==> src/hw/rtl/c_keyword_count_lexer_macros.svh <==
// Assertion macros shared by the keyword counter RTL.
`ifndef C_KEYWORD_COUNT_LEXER_MACROS_SVH
`define C_KEYWORD_COUNT_LEXER_MACROS_SVH

// Same-cycle check, off while reset is held.
`define KCL_ASSERT(label, prop, msg) \
    label: assert property (@(posedge i_clk) disable iff (!i_rst_n) prop) \
        else $error(msg);

// Next-cycle check: when trig holds, cons must hold at the next clock.
`define KCL_ASSERT_NEXT(label, trig, cons, msg) \
    label: assert property (@(posedge i_clk) disable iff (!i_rst_n) (trig) |=> (cons)) \
        else $error(msg);

`endif

==> src/hw/rtl/kcl_pkg.sv <==
// Shared types, constants and keyword table for the keyword counter.
package kcl_pkg;

    localparam int NUM_KEYWORDS    = 11;
    localparam int MAX_WORD_DEF    = 100;
    localparam int COUNT_WIDTH_DEF = 16;
    localparam int QUEUE_DEPTH_DEF = 4;

    localparam int CHAR_W      = 8;
    localparam int IDENT_LEN_W = 7;
    localparam int KW_IDX_W    = 4;
    localparam int OUT_COUNT_W = 16;
    localparam int KW_TEXT_W   = 64;

    // Opcodes of an input request
    localparam logic OP_BYTE = 1'b0;
    localparam logic OP_END  = 1'b1;

    // Characters that steer the lexical mode
    localparam logic [CHAR_W-1:0] CH_SLASH      = 8'h2f;
    localparam logic [CHAR_W-1:0] CH_STAR       = 8'h2a;
    localparam logic [CHAR_W-1:0] CH_HASH       = 8'h23;
    localparam logic [CHAR_W-1:0] CH_QUOTE      = 8'h22;
    localparam logic [CHAR_W-1:0] CH_APOS       = 8'h27;
    localparam logic [CHAR_W-1:0] CH_NEWLINE    = 8'h0a;
    localparam logic [CHAR_W-1:0] CH_UNDERSCORE = 8'h5f;

    // Keyword table, alphabetical; text left aligned, first char in the top byte
    localparam logic [KW_TEXT_W-1:0] KW_TEXT [NUM_KEYWORDS] = '{
        {"auto",     32'h0},
        {"break",    24'h0},
        {"case",     32'h0},
        {"char",     32'h0},
        {"const",    24'h0},
        {"continue"       },
        {"default",   8'h0},
        {"unsigned"       },
        {"void",     32'h0},
        {"volatile"       },
        {"while",    24'h0}
    };

    localparam logic [IDENT_LEN_W-1:0] KW_LEN [NUM_KEYWORDS] = '{
        7'd4, 7'd5, 7'd4, 7'd4, 7'd5, 7'd8, 7'd7, 7'd8, 7'd4, 7'd8, 7'd5
    };

    // Work item handed from the lexer to the counter bank
    typedef struct packed {
        logic                    report;
        logic [NUM_KEYWORDS-1:0] hit;
    } t_kcl_event;

    function automatic logic is_letter(input logic [CHAR_W-1:0] b);
        return (b >= 8'h61 && b <= 8'h7a) || (b >= 8'h41 && b <= 8'h5a);
    endfunction

    function automatic logic is_digit(input logic [CHAR_W-1:0] b);
        return (b >= 8'h30 && b <= 8'h39);
    endfunction

    function automatic logic is_word_char(input logic [CHAR_W-1:0] b);
        return is_letter(b) || is_digit(b) || (b == CH_UNDERSCORE);
    endfunction

    // Space, tab, vertical tab, form feed, carriage return
    function automatic logic is_blank(input logic [CHAR_W-1:0] b);
        return (b == 8'h20) || (b == 8'h09) || (b == 8'h0b) ||
               (b == 8'h0c) || (b == 8'h0d);
    endfunction

    // Keywords whose character at position pos equals b
    function automatic logic [NUM_KEYWORDS-1:0] kw_match(
        input logic [IDENT_LEN_W-1:0] pos,
        input logic [CHAR_W-1:0]      b
    );
        logic [NUM_KEYWORDS-1:0] m;
        logic [2:0]              sel;
        sel = pos[2:0];
        for (int k = 0; k < NUM_KEYWORDS; k++) begin
            m[k] = (pos < KW_LEN[k]) &&
                   (KW_TEXT[k][{3'(3'd7 - sel), 3'b000} +: CHAR_W] == b);
        end
        return m;
    endfunction

    // Candidates that are complete at length len
    function automatic logic [NUM_KEYWORDS-1:0] kw_hit(
        input logic [NUM_KEYWORDS-1:0] mask,
        input logic [IDENT_LEN_W-1:0]  len
    );
        logic [NUM_KEYWORDS-1:0] h;
        for (int k = 0; k < NUM_KEYWORDS; k++) begin
            h[k] = mask[k] && (KW_LEN[k] == len);
        end
        return h;
    endfunction

endpackage

==> src/hw/rtl/kcl_front.sv <==
// Lexer front end: tokenizes bytes, tracks mode, emits keyword hits and reports.
module kcl_front #(
    parameter int MAX_WORD = kcl_pkg::MAX_WORD_DEF
) (
    input  logic                             i_clk,
    input  logic                             i_rst_n,
    input  logic                             i_in_valid,
    input  logic                             i_opcode,
    input  logic [kcl_pkg::CHAR_W-1:0]       i_source_byte,
    input  logic                             i_queue_full,
    output logic                             o_push,
    output kcl_pkg::t_kcl_event              o_event
);
    import kcl_pkg::*;

    typedef enum logic [3:0] {
        MODE_CODE    = 4'b0001,
        MODE_COMMENT = 4'b0010,
        MODE_PREPROC = 4'b0100,
        MODE_STRING  = 4'b1000
    } t_lex_mode;

    localparam logic [NUM_KEYWORDS-1:0] ALL_KW   = '1;
    localparam logic [IDENT_LEN_W-1:0]  LEN_STOP = IDENT_LEN_W'(MAX_WORD - 1);

    t_lex_mode               r_mode,     n_mode;
    logic [CHAR_W-1:0]       r_prev,     n_prev;
    logic                    r_in_ident, n_in_ident;
    logic [IDENT_LEN_W-1:0]  r_len,      n_len;
    logic                    r_alpha,    n_alpha;
    logic [NUM_KEYWORDS-1:0] r_mask,     n_mask;

    logic                    accept;
    logic                    count_ok;
    logic [NUM_KEYWORDS-1:0] app_mask;
    logic [IDENT_LEN_W-1:0]  app_len;
    logic [NUM_KEYWORDS-1:0] hit;
    logic                    report;

    assign accept   = i_in_valid && !i_queue_full;
    assign count_ok = r_in_ident && r_alpha && (r_mode == MODE_CODE);
    assign app_mask = r_mask & kw_match(r_len, i_source_byte);
    assign app_len  = r_len + 1'b1;

    always_comb begin
        n_mode     = r_mode;
        n_prev     = r_prev;
        n_in_ident = r_in_ident;
        n_len      = r_len;
        n_alpha    = r_alpha;
        n_mask     = r_mask;
        hit        = '0;
        report     = 1'b0;

        if (i_opcode == OP_END) begin
            // close pending word, then report
            report = 1'b1;
            if (count_ok) begin
                hit = kw_hit(r_mask, r_len);
            end
            n_in_ident = 1'b0;
            n_len      = '0;
            n_alpha    = 1'b0;
            n_mask     = ALL_KW;
        end else if (r_in_ident && is_word_char(i_source_byte)) begin
            if (app_len >= LEN_STOP) begin
                // split an over-long word
                if (count_ok) begin
                    hit = kw_hit(app_mask, app_len);
                end
                n_in_ident = 1'b0;
                n_len      = '0;
                n_alpha    = 1'b0;
                n_mask     = ALL_KW;
            end else begin
                n_mask = app_mask;
                n_len  = app_len;
            end
        end else begin
            if (r_in_ident) begin
                if (count_ok) begin
                    hit = kw_hit(r_mask, r_len);
                end
                n_in_ident = 1'b0;
                n_len      = '0;
                n_alpha    = 1'b0;
                n_mask     = ALL_KW;
            end
            if (is_blank(i_source_byte)) begin
                // skip white space other than newline
            end else if (is_letter(i_source_byte) || i_source_byte == CH_UNDERSCORE) begin
                n_in_ident = 1'b1;
                n_alpha    = is_letter(i_source_byte);
                n_prev     = i_source_byte;
                n_mask     = kw_match('0, i_source_byte);
                n_len      = IDENT_LEN_W'(1);
            end else begin
                n_prev = i_source_byte;
                case (r_mode)
                    MODE_CODE: begin
                        if (i_source_byte == CH_STAR && r_prev == CH_SLASH) begin
                            n_mode = MODE_COMMENT;
                        end else if (i_source_byte == CH_HASH) begin
                            n_mode = MODE_PREPROC;
                        end else if (i_source_byte == CH_QUOTE && r_prev != CH_APOS) begin
                            n_mode = MODE_STRING;
                        end
                    end
                    MODE_COMMENT: begin
                        if (i_source_byte == CH_SLASH && r_prev == CH_STAR) begin
                            n_mode = MODE_CODE;
                        end
                    end
                    MODE_PREPROC: begin
                        if (i_source_byte == CH_NEWLINE) begin
                            n_mode = MODE_CODE;
                        end
                    end
                    MODE_STRING: begin
                        if (i_source_byte == CH_QUOTE) begin
                            n_mode = MODE_CODE;
                        end
                    end
                    default: begin
                        n_mode = r_mode;
                    end
                endcase
            end
        end
    end

    always_ff @(posedge i_clk) begin
        if (!i_rst_n) begin
            r_mode     <= MODE_CODE;
            r_prev     <= '0;
            r_in_ident <= 1'b0;
            r_len      <= '0;
            r_alpha    <= 1'b0;
            r_mask     <= ALL_KW;
        end else if (accept) begin
            r_mode     <= n_mode;
            r_prev     <= n_prev;
            r_in_ident <= n_in_ident;
            r_len      <= n_len;
            r_alpha    <= n_alpha;
            r_mask     <= n_mask;
        end
    end

    assign o_push         = accept && (report || (|hit));
    assign o_event.report = report;
    assign o_event.hit    = hit;

endmodule

==> src/hw/rtl/kcl_queue.sv <==
// Short request queue between the lexer and the counter bank.
`include "c_keyword_count_lexer_macros.svh"

module kcl_queue #(
    parameter int DEPTH = kcl_pkg::QUEUE_DEPTH_DEF
) (
    input  logic                i_clk,
    input  logic                i_rst_n,
    input  logic                i_push,
    input  kcl_pkg::t_kcl_event i_data,
    output logic                o_full,
    input  logic                i_pop,
    output kcl_pkg::t_kcl_event o_data,
    output logic                o_empty
);
    import kcl_pkg::*;

    localparam int PTR_W = (DEPTH > 1) ? $clog2(DEPTH) : 1;
    localparam int CNT_W = $clog2(DEPTH + 1);
    localparam logic [PTR_W-1:0] PTR_LAST = PTR_W'(DEPTH - 1);
    localparam logic [CNT_W-1:0] CNT_FULL = CNT_W'(DEPTH);

    t_kcl_event       r_mem [DEPTH];
    logic [PTR_W-1:0] r_wr_ptr, n_wr_ptr;
    logic [PTR_W-1:0] r_rd_ptr, n_rd_ptr;
    logic [CNT_W-1:0] r_count,  n_count;

    assign o_full  = (r_count == CNT_FULL);
    assign o_empty = (r_count == '0);
    assign o_data  = r_mem[r_rd_ptr];

    assign n_wr_ptr = (r_wr_ptr == PTR_LAST) ? '0 : r_wr_ptr + 1'b1;
    assign n_rd_ptr = (r_rd_ptr == PTR_LAST) ? '0 : r_rd_ptr + 1'b1;

    always_comb begin
        n_count = r_count;
        if (i_push && !i_pop) begin
            n_count = r_count + 1'b1;
        end else if (i_pop && !i_push) begin
            n_count = r_count - 1'b1;
        end
    end

    always_ff @(posedge i_clk) begin
        if (i_push) begin
            r_mem[r_wr_ptr] <= i_data;
        end
    end

    always_ff @(posedge i_clk) begin
        if (!i_rst_n) begin
            r_wr_ptr <= '0;
            r_rd_ptr <= '0;
            r_count  <= '0;
        end else begin
            if (i_push) begin
                r_wr_ptr <= n_wr_ptr;
            end
            if (i_pop) begin
                r_rd_ptr <= n_rd_ptr;
            end
            r_count <= n_count;
        end
    end

    `KCL_ASSERT(a_no_overflow, i_push |-> !o_full, "request pushed into full queue")
    `KCL_ASSERT(a_no_underflow, i_pop |-> !o_empty, "request popped from empty queue")
    `KCL_ASSERT(a_ptr_agree, (o_empty || o_full) |-> (r_wr_ptr == r_rd_ptr), "queue pointers out of step")

endmodule

==> src/hw/rtl/kcl_back.sv <==
// Counter bank: applies keyword hits and streams the count report.
`include "c_keyword_count_lexer_macros.svh"

module kcl_back #(
    parameter int COUNT_WIDTH = kcl_pkg::COUNT_WIDTH_DEF
) (
    input  logic                               i_clk,
    input  logic                               i_rst_n,
    input  logic                               i_empty,
    input  kcl_pkg::t_kcl_event                i_event,
    output logic                               o_pop,
    output logic                               o_out_valid,
    input  logic                               i_out_stall,
    output logic [kcl_pkg::KW_IDX_W-1:0]       o_keyword_index,
    output logic [kcl_pkg::OUT_COUNT_W-1:0]    o_keyword_count,
    output logic                               o_last_of_report
);
    import kcl_pkg::*;

    typedef enum logic [1:0] {
        ST_IDLE   = 2'b01,
        ST_REPORT = 2'b10
    } t_back_state;

    localparam logic [KW_IDX_W-1:0] LAST_IDX = KW_IDX_W'(NUM_KEYWORDS - 1);

    t_back_state           r_state;
    logic [COUNT_WIDTH-1:0] r_counts [NUM_KEYWORDS];
    logic [KW_IDX_W-1:0]   r_rep_idx;
    logic                  r_out_valid;
    logic [KW_IDX_W-1:0]   r_out_idx;
    logic [OUT_COUNT_W-1:0] r_out_count;
    logic                  r_out_last;

    logic out_free;
    logic pop;
    logic load;
    logic rep_last;

    assign out_free = !r_out_valid || !i_out_stall;
    assign pop      = (r_state == ST_IDLE) && !i_empty;
    assign load     = (r_state == ST_REPORT) && out_free;
    assign rep_last = (r_rep_idx == LAST_IDX);

    always_ff @(posedge i_clk) begin
        if (!i_rst_n) begin
            r_state     <= ST_IDLE;
            r_rep_idx   <= '0;
            r_out_valid <= 1'b0;
            for (int k = 0; k < NUM_KEYWORDS; k++) begin
                r_counts[k] <= '0;
            end
        end else begin
            if (pop) begin
                for (int k = 0; k < NUM_KEYWORDS; k++) begin
                    if (i_event.hit[k] && r_counts[k] != '1) begin
                        r_counts[k] <= r_counts[k] + 1'b1;
                    end
                end
                if (i_event.report) begin
                    r_state   <= ST_REPORT;
                    r_rep_idx <= '0;
                end
            end
            if (load) begin
                r_out_valid <= 1'b1;
                if (rep_last) begin
                    r_state <= ST_IDLE;
                end else begin
                    r_rep_idx <= r_rep_idx + 1'b1;
                end
            end else if (r_out_valid && !i_out_stall) begin
                r_out_valid <= 1'b0;
            end
        end
    end

    always_ff @(posedge i_clk) begin
        if (load) begin
            r_out_idx   <= r_rep_idx;
            r_out_count <= OUT_COUNT_W'(r_counts[r_rep_idx]);
            r_out_last  <= rep_last;
        end
    end

    assign o_pop            = pop;
    assign o_out_valid      = r_out_valid;
    assign o_keyword_index  = r_out_idx;
    assign o_keyword_count  = r_out_count;
    assign o_last_of_report = r_out_last;

    `KCL_ASSERT(a_idx_range, (r_state == ST_REPORT) |-> (r_rep_idx <= LAST_IDX), "report index past table end")
    `KCL_ASSERT(a_last_tag, r_out_valid |-> (r_out_last == (r_out_idx == LAST_IDX)), "last flag on wrong entry")
    `KCL_ASSERT_NEXT(a_idx_step, r_out_valid && !i_out_stall && !r_out_last, !r_out_valid || (r_out_idx == $past(r_out_idx) + 1'b1), "report entries out of order")

endmodule

==> src/hw/rtl/c_keyword_count_lexer.sv <==
// Top level of the C keyword counter: lexer, request queue and counter bank.
//
// Feed C source one byte per request (opcode 0); the block takes one byte every clock
// while its request queue has room. Bytes are split into identifiers and single-character
// tokens, the lexical mode (code, block comment, preprocessor line, string) follows the
// token pairs, and each identifier closed in code mode that spells one of the eleven table
// keywords bumps a saturating counter. An end-of-input request (opcode 1) closes any
// pending identifier and makes the block stream eleven result requests, one per keyword in
// table order, zero counts included, with last_of_report set on the final one. Counts are
// kept across reports. Rate: one input byte per cycle while the queue has room; a report
// holds the output port, one entry per cycle with no output stall, and while it drains the
// lexer keeps taking bytes until QUEUE_DEPTH further identifier hits or reports are waiting.
// An end-of-input request passes through the request queue and the report state before its
// first entry is loaded into the output register. There is no clearing pass after reset.

module c_keyword_count_lexer #(
    parameter int MAX_WORD    = kcl_pkg::MAX_WORD_DEF,
    parameter int COUNT_WIDTH = kcl_pkg::COUNT_WIDTH_DEF,
    parameter int QUEUE_DEPTH = kcl_pkg::QUEUE_DEPTH_DEF
) (
    input  logic                            i_clk,
    input  logic                            i_rst_n,
    // source byte requests
    input  logic                            i_in_valid,
    output logic                            o_in_stall,
    input  logic                            i_opcode,
    input  logic [kcl_pkg::CHAR_W-1:0]      i_source_byte,
    // count report requests
    output logic                            o_out_valid,
    input  logic                            i_out_stall,
    output logic [kcl_pkg::KW_IDX_W-1:0]    o_keyword_index,
    output logic [kcl_pkg::OUT_COUNT_W-1:0] o_keyword_count,
    output logic                            o_last_of_report
);
    import kcl_pkg::*;

    t_kcl_event push_event;
    t_kcl_event pop_event;
    logic       push;
    logic       pop;
    logic       queue_full;
    logic       queue_empty;

    // Stall the source whenever the queue is full, whatever the byte would do.
    assign o_in_stall = queue_full;

    // Front: tokenize and classify; push only requests that touch the counters.
    kcl_front #(
        .MAX_WORD (MAX_WORD)
    ) u_front (
        .i_clk         (i_clk),
        .i_rst_n       (i_rst_n),
        .i_in_valid    (i_in_valid),
        .i_opcode      (i_opcode),
        .i_source_byte (i_source_byte),
        .i_queue_full  (queue_full),
        .o_push        (push),
        .o_event       (push_event)
    );

    // Queue: decouple the byte stream from report drain and output stalls.
    kcl_queue #(
        .DEPTH (QUEUE_DEPTH)
    ) u_queue (
        .i_clk   (i_clk),
        .i_rst_n (i_rst_n),
        .i_push  (push),
        .i_data  (push_event),
        .o_full  (queue_full),
        .i_pop   (pop),
        .o_data  (pop_event),
        .o_empty (queue_empty)
    );

    // Back: apply hits to the counters and stream reports through an output register.
    kcl_back #(
        .COUNT_WIDTH (COUNT_WIDTH)
    ) u_back (
        .i_clk            (i_clk),
        .i_rst_n          (i_rst_n),
        .i_empty          (queue_empty),
        .i_event          (pop_event),
        .o_pop            (pop),
        .o_out_valid      (o_out_valid),
        .i_out_stall      (i_out_stall),
        .o_keyword_index  (o_keyword_index),
        .o_keyword_count  (o_keyword_count),
        .o_last_of_report (o_last_of_report)
    );

endmodule
==> config.mk <==
export PLATFORM = sky130hd
export DESIGN_NAME = c_keyword_count_lexer
export DESIGN_NICKNAME = d
export VERILOG_FILES = /design/src/hw/rtl/kcl_pkg.sv /design/src/hw/rtl/kcl_front.sv /design/src/hw/rtl/kcl_queue.sv /design/src/hw/rtl/kcl_back.sv /design/src/hw/rtl/c_keyword_count_lexer.sv
export VERILOG_INCLUDE_DIRS = /design/src /design/src/hw/rtl
export SDC_FILE = /design/constraint.sdc
export NUM_CORES = 1
export LEC_CHECK = 0
export BUFFER_PORTS_ARGS = -buffer_cell sky130_fd_sc_hd__buf_2
export CAP_MARGIN = 25
export CORE_UTILIZATION = 64
export DETAILED_ROUTE_END_ITERATION = 10
export PLACE_DENSITY = 0.81
export SLEW_MARGIN = 30
export SYNTH_ARGS = -nofsm -noshare
export SYNTH_HDL_FRONTEND = slang
export SYNTH_SLANG_ARGS = --single-unit
export TNS_END_PERCENT = 1
==> constraint.sdc <==
create_clock -name i_clk -period 3.61 [get_ports i_clk]
set_clock_uncertainty 0.05 [all_clocks]
set_input_delay 0.1805 -clock i_clk [delete_from_list [all_inputs] [get_ports i_clk]]
set_output_delay 0.1805 -clock i_clk [all_outputs]
set_load 0.1 [all_outputs]
Yosys cells after proc, flatten, opt, wreduce, memory -nomap -nowiden. Memories as Yosys holds them, arrays and structs flattened. A register that Yosys moved wholly into a read port is not among the register bits. Cells that the tools add are included.

Memories kept: 2. Memory bits (writable): 224. Output and inout bits: 23. Bits in registers: 51. Bits of input ports: 13. Logic and storage cells: 332.

Memories: u_back.r_counts (depth 11, bits a word 16, rd ports 12, clocked after Yosys merged registers in 1, wr ports 11, line kcl_back.sv:28) `logic [COUNT_WIDTH-1:0] r_counts [NUM_KEYWORDS];`; u_queue.r_mem (depth 4, bits a word 12, rd ports 1, clocked after Yosys merged registers in 1, wr ports 1, line kcl_queue.sv:23) `t_kcl_event r_mem [DEPTH];`.

Shifts and indexed selects: 11. Eq/ne operators: 66. Bitwise gates (word level): 16. Mux-type cells: 110. Reductions and logical operators: 84. $lt $le $gt $ge: 11. $add $sub $neg: 18.

Operator list (number): $shiftx A64 B7 Y8 const A (11); $add A16 B1 Y16 const B (11); $mux W16 (11); $ne A16 B16 Y1 const B (11); $mux W11 (12); $eq A8 B8 Y1 (11); $logic_and A1 B1 Y1 (60); $mux W1 (60); $eq A7 B8 Y1 const A (7); $eq A8 B6 Y1 const B (7); $eq A3 B7 Y1 const A (6); $mux W7 (6); $eq A8 B4 Y1 const B (5); $mux W4 (10); $lt A7 B3 Y1 const B (3); $ge A8 B7 Y1 const B (2); $le A8 B7 Y1 const B (2); $mux W2 (8); $pmux W4 S4 (1); $eq A4 B7 Y1 const A (2); $and A11 B11 Y11 (1); $or A1 B1 Y1 (11); $reduce_or A11 Y1 (1); $logic_or A1 B1 Y1 (10); other kinds (31) (47).

Depth between registers and ports, before layout. Gate-level depths: netlist (run 1).

Word-level depth: 17. Depth in mapped cells: 14. Gate-level depth less buffers: 13.

Cells and area by module. Synthesis (run 1) repeated with hierarchy kept, for this count alone.

Cell total of the unflattened synthesis: 1671. Area total of the unflattened synthesis: 17464.2 um^2.

By module, submodules not included: kcl_back (instances 1, sequential area each 6055.8 um^2, cells an instance 1099, area an instance 11871.4 um^2); kcl_front (instances 1, sequential area each 640.6 um^2, cells an instance 466, area an instance 3399.5 um^2); kcl_queue (instances 1, sequential area each 1621.6 um^2, cells an instance 106, area an instance 2193.4 um^2).

Least setup slack after synthesis (run 1). No wires, ideal clock.

Path type: reg2reg. From: reg u_queue.r_count[0]. To: reg u_queue.r_count[2]. Period minus slack after synthesis: 4382 ps. Data arrival time: 4262 ps. Library setup time: 70 ps. Cell stages (with the launch flop): 11. Setup slack: -772 ps. Data required time: 3490 ps. Buffers on the path: 1. Cells stage by stage: dfxtp_1 nor3b_1 nand2b_1 clkbuf_1 nor3_2 ha_1 inv_1 fa_1 xor2_1 or3_1 a21oi_1.

Longest elaborated chain between the ends: 7. Elaborated cells between the ends (all ways): 16. Classes of those cells: add/sub (2); eq/ne (1); mux (2); reduce/logical (11).

RTL lines: from (decl) (line kcl_queue.sv:26) `logic [CNT_W-1:0] r_count, n_count;`; from (signal assigned) (line kcl_queue.sv:62) `r_count <= n_count;`; $eq A3 B3 Y1 * (line kcl_queue.sv:28) `assign o_full = (r_count == CNT_FULL);`; via o_in_stall (line c_keyword_count_lexer.sv:25) `output logic o_in_stall,`; $logic_not A1 Y1 * (line kcl_front.sv:40) `assign accept = i_in_valid && !i_queue_full;`; $logic_and A1 B1 Y1 * (line kcl_front.sv:40); $logic_and A1 B1 Y1 * (line kcl_front.sv:150) `assign o_push = accept && (report || (|hit));`; via push (line c_keyword_count_lexer.sv:39) `logic push;`; $logic_not A1 Y1 (line kcl_queue.sv:39) `end else if (i_pop && !i_push) begin`; $logic_and A1 B1 Y1 (line kcl_queue.sv:39); $reduce_bool A2 Y1 (no source line).

The timed path passes the listed nets; every way through them passes the cells marked *. The select of a mux whose other input is x is not followed. A chain may end at the register's enable or synchronous reset.

Final worst setup path (run 1).
From: reg u_front.r_len[1]. To: reg u_queue.r_count[2].

Longest elaborated chain between the ends: 16. Elaborated cells between the ends (all ways): 85. Classes of those cells: add/sub (2); order compare (5); eq/ne (19); shift (11); mux (7); bitwise (1); reduce/logical (40).

RTL lines: from (decl) (line kcl_front.sv:29) `logic [IDENT_LEN_W-1:0] r_len, n_len;`; from (signal assigned) (line kcl_front.sv:144) `r_len <= n_len;`; $sub A3 B3 Y3 (line kcl_pkg.sv:81) `(KW_TEXT[k][{3'(3'd7 - sel), 3'b000} +: CHAR_W] == b);`; $shiftx A64 B7 Y8 (line kcl_pkg.sv:81); $eq A8 B8 Y1 (line kcl_pkg.sv:81); $logic_and A1 B1 Y1 (line kcl_pkg.sv:80) `m[k] = (pos < KW_LEN[k]) &&`; $and A11 B11 Y11 (line kcl_front.sv:42) `assign app_mask = r_mask & kw_match(r_len, i_source_byte);`; $logic_and A1 B1 Y1 (line kcl_pkg.sv:93) `h[k] = mask[k] && (KW_LEN[k] == len);`; $mux W11 (line kcl_front.sv:68) `if (count_ok) begin`; $mux W11 (line kcl_front.sv:66) `if (app_len >= LEN_STOP) begin`; $mux W11 (line kcl_front.sv:65) `end else if (r_in_ident && is_word_char(i_source_byte)) begin`; $mux W11 * (line kcl_front.sv:55) `if (i_opcode == OP_END) begin`; $reduce_or A11 Y1 * (line kcl_front.sv:150); $logic_or A1 B1 Y1 * (line kcl_front.sv:150); $logic_and A1 B1 Y1 * (line kcl_front.sv:150); via push (line c_keyword_count_lexer.sv:39); $logic_not A1 Y1 (line kcl_queue.sv:39); $logic_and A1 B1 Y1 (line kcl_queue.sv:39); $reduce_bool A2 Y1 (no source line).

The timed path passes the listed nets; every way through them passes the cells marked *.

==> reports/qor.yml, run 1 <==
outcome:
  outcome: "finished, final reports clean"
power:
  powerDensity_nw_per_um2: 610
  total_power_mw: 11.2
  leakagePower_nw: 6.06
  ir_drop_v: 0.000603
synth:
  synth_seq_area_share_pct: 49.5
  synth_cell_types: 72
  synth_compound_area_share_pct: 7.43
  synth_top_area_cell: "edfxtp_1"
  ys_top_cells_by_area: "edfxtp_1 44%, mux4_2 5.9%, nor2_1 5.8%"
  ys_ff_latch: 293
  yosys_warnings: 0
  synth_simple_gate_area_share_pct: 19.9
  ys_async_sr_fraction_pct: 0
  synthCells: 1617
  synth.area.mux_share_pct: 8.45
  synth_top_family_by_area: "simple AND/OR/NAND/NOR gates"
  synth_xor_area_share_pct: 9.48
  syn_area_um2: 16800
  synth_ff_type: "edfxtp_1"
  synthAdderAreaFrac_pct: 2.35
  synth_edf_count: 245
  synth_nets: 1661
  avgSynthCellArea_um2: 10.4
  netlist.area_leader.share_pct: 43.7
sta:
  worstMarginPinSlew_ns: 0.934
  hold_viol_final: 0
  fin_crit_sh_pct: 90.7
  setup_violations: 0
  max_slew_margin_pct: 37.7
  period_minus_slack_ns: 3.27
  hold_ws_ns: 0.0952
  setup_ws_ns: 0.337
  fmax_ghz: 0.306
  fin_setup_tns_ns: 0
  drv_slew: 0
  grt_setup_unrepaired: "false"
worst_setup_path:
  r2r-end: "u_queue.r_count[2]"
  path_delay_family: "adder cells"
  crit_path_start_kind: "register"
  crit_required_ns: 4.03
  crit_buf_inv: 2
  cp_slowest_cell: "fa_1"
  reg2reg_from: "u_front.r_len[1]"
  worstSetupPathType: "reg2reg"
  cp_slowest_stage_delay_ns: 0.43
  crit_fanout: 8
  endpoint_kind: "register"
  reg2reg_depth: 13
  cp.arrival_ns: 3.69
  cp_cell_sequence: "inv_1, ha_1, nand2_1, o22a_1, o22ai_1, a31oi_1, nor3_2, ha_1, inv_1, fa_1, xor2_1, or3_1, a21oi_1"
  reg2reg_slack_ns: 0.34
global_routing:
  grt_pass1_wl_um: 64300
  grt_pass1_vias: 12100
  antenna_found_initial: 0
  grtUsageTotal_pct: 30.7
  grt_max_degree: 43
  overflow: 0
detailed_routing:
  wl_per_cell_um: 20.5
  dr_total_vias: 12700
  first_pass_iters: 6
  drtAntennaViolNets: 0
  via_per_inst: 6.41
  drcViolationCount: 0
  drt-total-wl_um: 40800
  drtIter0Drc: 1667
final_layout:
  drive_gt1_share_pct: 11.1
  antenna_cells: 0
  final_cells: 1986
  nets: 1676
  syn_to_final_growth_pct: 8.92
hold_path:
  hp-class: "in2reg"
  hold_end: "u_front.r_prev[2]"
  holdPathStages: 3
  min_from: "i_source_byte[2]"
clock_tree:
  cts_buffer_depth: 3
  cts_htree_levels: 1
  clock_latency_ns: 0.55
  clockRootBuffer: "clkbuf_16"
  clock_sinks: 293
  path_clk_slew_ns: 0.06
  cts-resized-gates: 0
  post-cts-setup-buffers: 0
  cts_tree: "done"
  cts-buffers-inserted: 30
  cts.hold.buffers_added: 7
floorplanning:
  start_util_pct: 66.0
  pin_count: 36
  die_x_um: 164
  dieArea_um2: 26900
  core-area_um2: 25500
  rows: 58
  die_h_um: 164
placement:
  hpwl_um: 28800
  dp_slack_ns: 0.378
  place_inst: 1923
  gp_congestion: 0.946
  port_buffers: 35
run:
  maxCapViolations: 0
routing by layer:
metal  part of all wire (%)  GRT usage (%)  vias to the layer above
met2                     48           50.7                      651
met3                    8.3           4.32                       70
met4                    2.0           7.91                        0
met1                     41           42.6                     6131
li1                       -              -                     5873
met5                      0              0                        -
flip-flops by register name (all words and copies together) (netlist names), 3 cells and up, named ones only:
| signal | flops |
|---|---|
| u_back.r_counts | 176 |
| u_front.r_mode | 4 |
| u_back.r_rep_idx | 4 |
| u_back.o_keyword_index | 4 |
| u_queue.r_mem | 48 |
| u_front.r_mask | 11 |
| u_front.r_len | 7 |
| u_back.o_keyword_count | 16 |
| u_front.r_prev | 8 |
| u_queue.r_count | 3 |
cell families after synthesis:
kind of cell               count (synthesis)
AOI/OAI and AO/OA                        204
xor gates and xnor gates                 182
adders and majority gates                 31
buffers and inverters                    126
DFF                                      293
muxes                                     87
and+or+nand+nor                          694
layout by cell type (no fill, tap or decap), types with 9 or more instances in the layout:
| cell type | count |
|---|---|
| buf_2 | 35 |
| ha_1 | 30 |
| nor3_1 | 23 |
| nand2_1 | 136 |
| xor2_1 | 102 |
| buf_4 | 31 |
| nand2b_1 | 13 |
| clkinv_1 | 9 |
| or3_1 | 13 |
| inv_1 | 34 |
| a211oi_1 | 12 |
| nor2b_1 | 10 |
| dfxtp_1 | 44 |
| nor2_1 | 258 |
| o21ai_0 | 72 |
| and2_1 | 17 |
| nand3_1 | 90 |
| xnor2_1 | 80 |
| and4_1 | 10 |
| mux2i_1 | 43 |
| and3_1 | 29 |
| edfxtp_1 | 245 |
| a21oi_1 | 46 |
| o21ai_1 | 13 |
| clkbuf_16 | 31 |
| mux4_2 | 44 |
| nand4_1 | 37 |
| or2_2 | 13 |
worst max-delay path by stage:
stage          depth (start not counted)                from            endpoint
6_report                              13    u_front.r_len[1]  u_queue.r_count[2]
5_1_grt                               11   u_front.r_mode[0]  u_queue.r_count[2]
2_1_floorplan                         10  u_queue.r_count[0]  u_queue.r_count[2]
4_1_cts                               13    u_front.r_len[1]  u_queue.r_count[2]
3_5_place_dp                          13    u_front.r_len[1]  u_queue.r_count[2]
3_3_place_gp                          12    u_front.r_len[1]  u_queue.r_count[2]
area by class of cell:
class	instances	area (um2)
Tap cell	330	413
Multi-Input combinational cell	1198	8010
Clock buffer	40	830
Fill cell	1720	7150
Inverter	36	135
Clock inverter	16	128
Timing Repair Buffer	73	478
Sequential cell	293	8320
cell usage after synthesis, drive strengths merged, types with 4 or more instances:
cell	count
a21oi	47
inv	34
xnor2	80
mux4	44
or4	6
nand4	37
nand2b	14
mux2i	43
dfxtp	48
and3	29
nor2	259
a211oi	12
or3	13
a211o	4
nor4	9
and4	10
o22ai	7
nor2b	10
o21ai	85
xor2	102
nand3	90
a31oi	6
or2	13
and2	17
edfxtp	245
nand2	136
buf	31
nand3b	6
nor4b	6
o31ai	6
nor3	24
ha	30
clkbuf	59
a21boi	5
where the power goes:
part           total (mW)  switching [mW]  internal [mW]
Clock                3.02            1.28           1.75
Sequential           5.53           0.921           4.60
Combinational        2.62            1.60           1.02
worst reg2reg max path, cell delays in order, from the launching register on:
cell and delay (ns):
dfxtp_1 0.34, inv_1 0.22, ha_1 0.30, nand2_1 0.16, o22a_1 0.26, o22ai_1 0.16
a31oi_1 0.13, nor3_2 0.24, ha_1 0.23, inv_1 0.07, fa_1 0.43, xor2_1 0.16
or3_1 0.31, a21oi_1 0.15
per-stage QoR:
stage / cell area [um2] / utilization, %
floorplan: 16800 / -
global placement: 17300 / 67.9
detailed placement: 17300 / 67.9
CTS: 18300 / 71.9
global route: 18300 / 71.9
finish: 18300 / 71.9
(Power assumes the default switching activity.)
==> run 2, diff against run 1 <==
- REMOVE_ABC_BUFFERS: not set -> 1
==> run 2 against run 1 <==
  * Power rose by 1.7%
  * Clock power rose by 7.0%
  * Routed wire length fell by 0.91%
  * Sequential power barely moved
  * Worst setup slack improved by 0.045 ns
  * Sequential share of layout area fell by 0.18 points
  * Critical path depth did not move
  * Highest routed layer unchanged
==> reports/qor.yml, run 2 (synthesis results as in run 1) <==
detailed_routing:
  drt-total-wl_um: 40400
  drtIter0Drc: 1387
  drtAntennaViolNets: 0
  drcViolationCount: 0
  first_pass_iters: 6
  dr_total_vias: 12700
  wl_per_cell_um: 20.3
  via_per_inst: 6.38
placement:
  place_inst: 1927
  placed_cell_area_um2: 17300
  port_buffers: 35
  hpwl_um: 28300
  gp_congestion: 0.973
clock_tree:
  cts-buffers-inserted: 31
  clock_latency_ns: 0.56
  cts-resized-gates: 0
  path_clk_slew_ns: 0.07
  cts_buffer_depth: 3
  cts_tree: "done"
  clockRootBuffer: "clkbuf_16"
  cts_htree_levels: 1
  clock_sinks: 293
  post-cts-setup-buffers: 0
sta:
  max_slew_margin_pct: 38.8
  worstMarginPinSlew_ns: 0.910
  setup_violations: 0
  hold_ws_ns: 0.0812
  fin_crit_sh_pct: 89.4
  fmax_ghz: 0.310
  grt_setup_unrepaired: "false"
  period_minus_slack_ns: 3.23
  hold_viol_final: 0
  drv_slew: 0
hold_path:
  holdPathStages: 3
  hp-class: "in2reg"
floorplanning:
  pin_count: 36
  dieArea_um2: 26900
  die_h_um: 164
  core-area_um2: 25500
  die_x_um: 164
  rows: 58
  start_util_pct: 66.0
final_layout:
  drive_gt1_share_pct: 11.6
  nets: 1680
  largest_register_ffs: 176
  largest_register: "u_back.r_counts"
  final_cells: 1988
  layout_common_cells: "258 x nor2_1, 245 x edfxtp_1, 136 x nand2_1"
  final_common_cell: "nor2_1"
  syn_to_final_growth_pct: 9.37
  antenna_cells: 0
  final_area_um2: 18400
  final_core_util_pct: 72.2
worst_setup_path:
  reg2reg_slack_ns: 0.38
  crit_path_start_kind: "register"
  endpoint_kind: "register"
  crit_required_ns: 4.05
  reg2reg_depth: 13
  crit_fanout: 8
  cp.arrival_ns: 3.66
  worstSetupPathType: "reg2reg"
power:
  powerDensity_nw_per_um2: 618
  pwr-share-seq_pct: 48.7
  p_comb_share_pct: 22.9
  leakagePower_nw: 6.10
  pwr-share-clk_pct: 28.4
  ir_drop_v: 0.000596
  intPower_mw: 7.52
  sw_frac_of_total_pct: 33.8
  switchingPower_mw: 3.84
outcome:
  outcome: "finished, final reports clean"
global_routing:
  grt_pass1_vias: 11900
  antenna_found_initial: 0
  grtUsageTotal_pct: 30.5
  overflow: 0
  grt_max_degree: 43
  grt_pass1_wl_um: 63900
run:
  maxCapViolations: 0
[run 2: cell types whose count changed in the layout (fill, tap and decap cells not counted), moves of 2 or more]
cell,previous run,this run
dfxtp_2,4,2
buf_4,31,35
clkinvlp_4,1,3
bufinv_16,2,4
clkinv_2,5,8
clkinv_1,9,3
clkbuf_1,7,5
[run 2: final timing paths]
kind	start	end
setup / recovery	u_front.r_len[1]	u_queue.r_count[2]
hold / removal	i_source_byte[2]	u_front.r_prev[2]
setup reg to reg	u_front.r_len[1]	u_queue.r_count[2]
hold reg to reg	u_front.r_prev[4]	u_front.r_prev[4]
[run 2: power by group through the flow]
stage          registers [mW]  logic, mW  clock network, mW
5_1_grt                  5.62       2.82               3.38
3_5_place_dp             5.55       2.55                  0
6_report                 5.53       2.60               3.23
2_1_floorplan            5.42       1.69                  0
4_1_cts                  5.49       2.59               3.25
3_3_place_gp             5.50       2.48                  0
[run 2: cell type report]
cell class              instances  area, um2
clock inverters                17        195
multi-input cells            1198       8010
flip-flops and latches        293       8320
repair buffers                 76        498
clock buffers                  38        822
inverters                      36        135
well taps                     330        413
fillers                      1740       7080
[run 2: critical path, stage by stage, from the launching register on]
cell	delay (ns)
dfxtp_1	0.33
inv_1	0.20
ha_1	0.30
nand2_1	0.16
o22a_1	0.25
o22ai_1	0.17
a31oi_1	0.12
nor3_2	0.24
ha_1	0.22
inv_1	0.07
fa_1	0.43
xor2_1	0.15
or3_1	0.30
a21oi_1	0.15
[run 2: metal layers]
layer	global-route usage, %	routed length [um]	part of all wire (%)
met1	42.5	16800	41
met2	49.6	19300	48
met3	4.17	3310	8.2
met4	9.51	1010	2.5
met5	0	0	0
[run 2: through the flow]
| step | power, mW | setup TNS (ns) | worst slack [ns] |
|---|---|---|---|
| final | 11.4 | 0 | 0.382 |
| after global routing | 11.8 | 0 | 0.153 |
| after CTS | 11.3 | 0 | 0.421 |
| after detailed placement | 8.10 | 0 | 0.431 |
| after global placement | 7.98 | 0 | 0.500 |
| after floorplan | 7.11 | -19.19 | -0.691 |
[run 2: what timing repair did]
item                       CTS  global route
hold endpoints to repair    10             0
setup endpoints to repair    0             0
hold buffers                 6             0
